<file path="config.mk">
export PLATFORM = sky130hd
export DESIGN_NAME = dtc_ctrl
export DESIGN_NICKNAME = d
export VERILOG_FILES = /design/src/sv/dtc_pkg.sv /design/src/sv/dtc_ctrl.sv
export SDC_FILE = /design/constraint.sdc
export NUM_CORES = 1
export LEC_CHECK = 0
export BUFFER_PORTS_ARGS = -buffer_cell sky130_fd_sc_hd__buf_4
export CORE_AREA = 3 3 40 42
export CTS_CLUSTER_SIZE = 30
export DETAILED_ROUTE_END_ITERATION = 16
export DIE_AREA = 0 0 43 45
export GPL_TIMING_DRIVEN = 1
export PLACE_DENSITY = 0.4
export SETUP_SLACK_MARGIN = 0.3
export SYNTH_ARGS = -nofsm -noshare
export SYNTH_HDL_FRONTEND = slang
export SYNTH_SLANG_ARGS = --single-unit
</file>
<file path="constraint.sdc">
create_clock -name clk -period 3.1 [get_ports clk]
set_input_delay 0.31 -clock clk [delete_from_list [all_inputs] [get_ports clk]]
set_output_delay 0.31 -clock clk [all_outputs]
set_load 0.005 [all_outputs]
</file>
<file path="src/sv/dtc_pkg.sv">
// Shared types and constants for the device tick timestamp converter.
// No dependencies; imported by the controller, the datapath and the top level.
`default_nettype none

package dtc_pkg;

  typedef logic [1:0] cmd_code_t;
  localparam cmd_code_t CMD_UPDATE  = 2'd0;
  localparam cmd_code_t CMD_CALIB   = 2'd1;
  localparam cmd_code_t CMD_CONVERT = 2'd2;

  typedef logic [1:0] cfg_idx_t;
  localparam cfg_idx_t CFG_COUNTER_BITS = 2'd0;
  localparam cfg_idx_t CFG_TICK_MULT    = 2'd1;
  localparam cfg_idx_t CFG_TICK_SHIFT   = 2'd2;

  localparam logic [20:0] USEC_PER_SEC   = 21'd1000000;
  localparam logic [19:0] USEC_MAX       = 20'd999999;
  localparam logic [31:0] REF_MOVE_SEC   = 32'd4200;
  // floor(2^38 / 15625); 1000000 = 64 * 15625
  localparam logic [24:0] RECIP_15625    = 25'd17592186;

  localparam logic [5:0]  RST_COUNTER_BITS = 6'd32;
  localparam logic [31:0] RST_TICK_MULT    = 32'd1;
  localparam logic [5:0]  RST_TICK_SHIFT   = 6'd0;

  typedef struct packed {
    cmd_code_t   command;
    logic [31:0] device_ts;
    logic [31:0] host_sec;
    logic [19:0] host_usec;
  } in_item_t;

  typedef struct packed {
    logic [31:0] time_sec;
    logic [19:0] time_usec;
    logic        from_host_clock;
  } out_item_t;

  // controller to datapath
  typedef struct packed {
    logic load_in;
    logic exec;
    logic mul;
    logic shf;
    logic qest;
    logic rem;
    logic fix;
    logic fin_load;
  } dp_cmd_t;

  // datapath to controller
  typedef struct packed {
    logic is_convert;
    logic calibrated;
  } dp_sts_t;

endpackage

`default_nettype wire

</file>
<file path="src/sv/dtc_ctrl.sv">
// Controller: sequences one item at a time through the datapath and owns
// the input stall and the output valid. Depends on dtc_pkg.
`default_nettype none

module dtc_ctrl (
  input  wire                 clk,
  input  wire                 rst_n,
  input  wire                 in_valid,
  output logic                in_stall,
  output logic                out_valid,
  input  wire                 out_stall,
  input  dtc_pkg::dp_sts_t    sts,
  output dtc_pkg::dp_cmd_t    cmd
);
  import dtc_pkg::*;

  typedef enum logic [2:0] {
    ST_IDLE, ST_EXEC, ST_MUL, ST_SHF, ST_QEST, ST_REM, ST_FIX, ST_FIN
  } state_t;

  state_t state_r, state_nxt;
  logic   out_valid_r, out_valid_nxt;
  logic   out_free;

  assign out_free = !out_valid_r || !out_stall;

  always_comb begin
    cmd          = '0;
    cmd.load_in  = (state_r == ST_IDLE) && in_valid;
    cmd.exec     = (state_r == ST_EXEC);
    cmd.mul      = (state_r == ST_MUL);
    cmd.shf      = (state_r == ST_SHF);
    cmd.qest     = (state_r == ST_QEST);
    cmd.rem      = (state_r == ST_REM);
    cmd.fix      = (state_r == ST_FIX);
    cmd.fin_load = (state_r == ST_FIN) && out_free;
  end

  always_comb begin
    state_nxt = state_r;
    case (state_r)
      ST_IDLE: if (in_valid) state_nxt = ST_EXEC;
      ST_EXEC: begin
        if (!sts.is_convert) begin
          state_nxt = ST_IDLE;
        end else if (sts.calibrated) begin
          state_nxt = ST_MUL;
        end else begin
          state_nxt = ST_FIN;
        end
      end
      ST_MUL:  state_nxt = ST_SHF;
      ST_SHF:  state_nxt = ST_QEST;
      ST_QEST: state_nxt = ST_REM;
      ST_REM:  state_nxt = ST_FIX;
      ST_FIX:  state_nxt = ST_FIN;
      // hold until the output register is free
      ST_FIN:  if (out_free) state_nxt = ST_IDLE;
      default: state_nxt = ST_IDLE;
    endcase
  end

  always_comb begin
    out_valid_nxt = out_valid_r;
    if (cmd.fin_load) begin
      out_valid_nxt = 1'b1;
    end else if (out_valid_r && !out_stall) begin
      out_valid_nxt = 1'b0;
    end
  end

  always_ff @(posedge clk) begin
    if (!rst_n) begin
      state_r     <= ST_IDLE;
      out_valid_r <= 1'b0;
    end else begin
      state_r     <= state_nxt;
      out_valid_r <= out_valid_nxt;
    end
  end

  assign in_stall  = (state_r != ST_IDLE);
  assign out_valid = out_valid_r;

endmodule

`default_nettype wire
</file>
==> metrics.cfg <==
[global_route]
grt_pass1_wl_um=1150
grt_pass1_vias=258
antenna_found_initial=0
grt_max_degree=13
track_usage=0.0882
grt_overflow_total=0

[drt]
num_vias=300
first_pass_iters=4
vias_per_cell=4.62
final_antenna_net_count=0
drc=0
wirelength_um=703
post_drt_wl_per_cell_um=10.8
drt_iter0_markers=3

[critical_path]
r2r_cells=3
cp_cell_sequence=or3_1 -> nor2_1 -> buf_4
cp_top_family=simple AND/OR/NAND/NOR gates
slowest_delay_ns=0.42
setup.worst_path.class=flip-flop to output port
cp.required_ns=2.79
crit_path_top_delay_cell=or3_1
critPathLaunchType=flip-flop
cp_num_cells=3
cp.arrival_ns=1.27
critical_path_buf_inv_count=1
end_kind=output port
cp_max_fo=12

[timing]
finalHoldViolCount=0
fin_crit_ns=1.58
period_share=0.509
holdWs_ns=0.298
finalSetupTns_ns=0
slew_headroom=0.780
fin_ws_ns=1.52
slew_violations=0
skew_ns=0.00113
setup_violations=0
clock.fmax_mhz=634
worst_pin_slew_ns=0.329
rsz0062_at_grt=false

[yosys]
synth_warnings=0
ys_seq_area_frac=0.283
synth_area_per_cell_um2=7.85
synth_edf_count=0
yosys.cell_types.count=21
postSynthCellCount=36
syn_area_um2=283
ys_ff_latch=4
syn_nets=42
synthFlopType=dfxtp_1
async_reset_ff_frac=0

[die]
row_count=13
die_h_um=45
ios=16
fp.dieW_um=43
core_area_mm2=0.00128
initial_core_util=0.220
die_area_mm2=0.00194

[clock_tree]
insertion_delay_ns=0.24
cts.sinks=4
cts_tree=done
cts_root_buf=clkbuf_4
clk_pin_slew_ns=0.04
cts_max_path_buffers=2
htreeDepth=1
postCtsSetupRepairBufs=0
hold_buffers=0
cts_made_buffers=3
cts_resized=0

[placed_design]
dpl.hpwl_um=566
place.gp.congestion=0.740
dpl_worst_slack_ns=1.77
numPortBuffers=15
place_inst=62

[cells_and_area]
layout_common_cells=buf_4, nor3b_1, nor2_1, dfxtp_1
nNetsFinal=58
drive_gt1_frac=0.400
final_common_cell=buf_4
antennaDiodeCount=0
syn_to_final_growth_pct=46.5
final_cell_count_no_fill=65

[job]
maxCapViolCount=0

[outcome]
status=complete, no violations

[worst_hold_path]
min_path_cells=2
hold_path_class=input pin to flip-flop

[power]
cellLeakagePower_nw=0.213
peakVddDrop_mv=0.149
powerDensity_mw_per_mm2=384

## cell usage after synthesis (2+ instances only)
cell type / count / area (um^2)
nor3b_1: 4 / 30.0
buf_2: 3 / 15.0
inv_1: 3 / 11.3
a21oi_1: 2 / 10.0
nor2_1: 4 / 15.0
nor2b_1: 2 / 12.5
dfxtp_1: 4 / 80.1
## worst reg2reg max path: cells and delay by family, from the launching register on
kind	cells	cell delay [ns]
AND/OR/NAND/NOR	1	0.56
flip-flops	1	0.39
AO/OA/AOI/OAI	2	0.29
## where the power goes
part           total, mW  switching, mW  internal, mW
Sequential        0.0603        0.00606        0.0543
Clock             0.0658         0.0224        0.0434
Combinational     0.0330         0.0131        0.0199
Total              0.159         0.0415         0.118
## final timing paths
kind / to / startpoint / slack [ns]
worst max-delay path: cmd[7] / state_r[2] / 1.52
worst min-delay path: state_r[0] / rst_n / 0.30
worst max register to register: state_r[0] / state_r[2] / 1.81
worst min register to register: out_valid / out_valid / 0.51
## metrics by stage
stage          power [mW]  instance area, um^2   util
4_1_cts             0.164                  414  0.322
2_1_floorplan      0.0777                  283      -
3_3_place_gp       0.0939                  392  0.305
6_report            0.159                  414  0.322
3_5_place_dp       0.0948                  392  0.305
5_1_grt             0.175                  414  0.322
## area by class of cell
type,instances,area [um^2]
clock buffers,3,22.5
fillers,143,871
inverters,3,11.3
multi-input cells,25,169
flip-flops and latches,4,80.1
well taps,15,18.8
repair buffers,15,113
## cell families (layout without fill, tap and decap cells)
group | count (synthesis) | after routing | synth area share
buffers and inverters | 7 | 21 | 0.119
flip-flops | 4 | 4 | 0.283
AO/OA/AOI/OAI | 7 | 7 | 0.199
AND/OR/NAND/NOR | 18 | 18 | 0.398
## state kept, by name, indices dropped and copies added (netlist names)
name / count
out_valid: 1
state_r: 3
## per-layer routing
layer / wire (um) / global-route usage / vias up / part of all wire
met5: 0 / 0 / - / 0
met4: 26 / 0.0904 / 0 / 0.037
met3: 73 / 0.0637 / 4 / 0.10
met2: 323 / 0.123 / 13 / 0.46
met1: 280 / 0.0817 / 129 / 0.40
li1: - / - / 154 / -
Power figures use the tool's default switching activity.
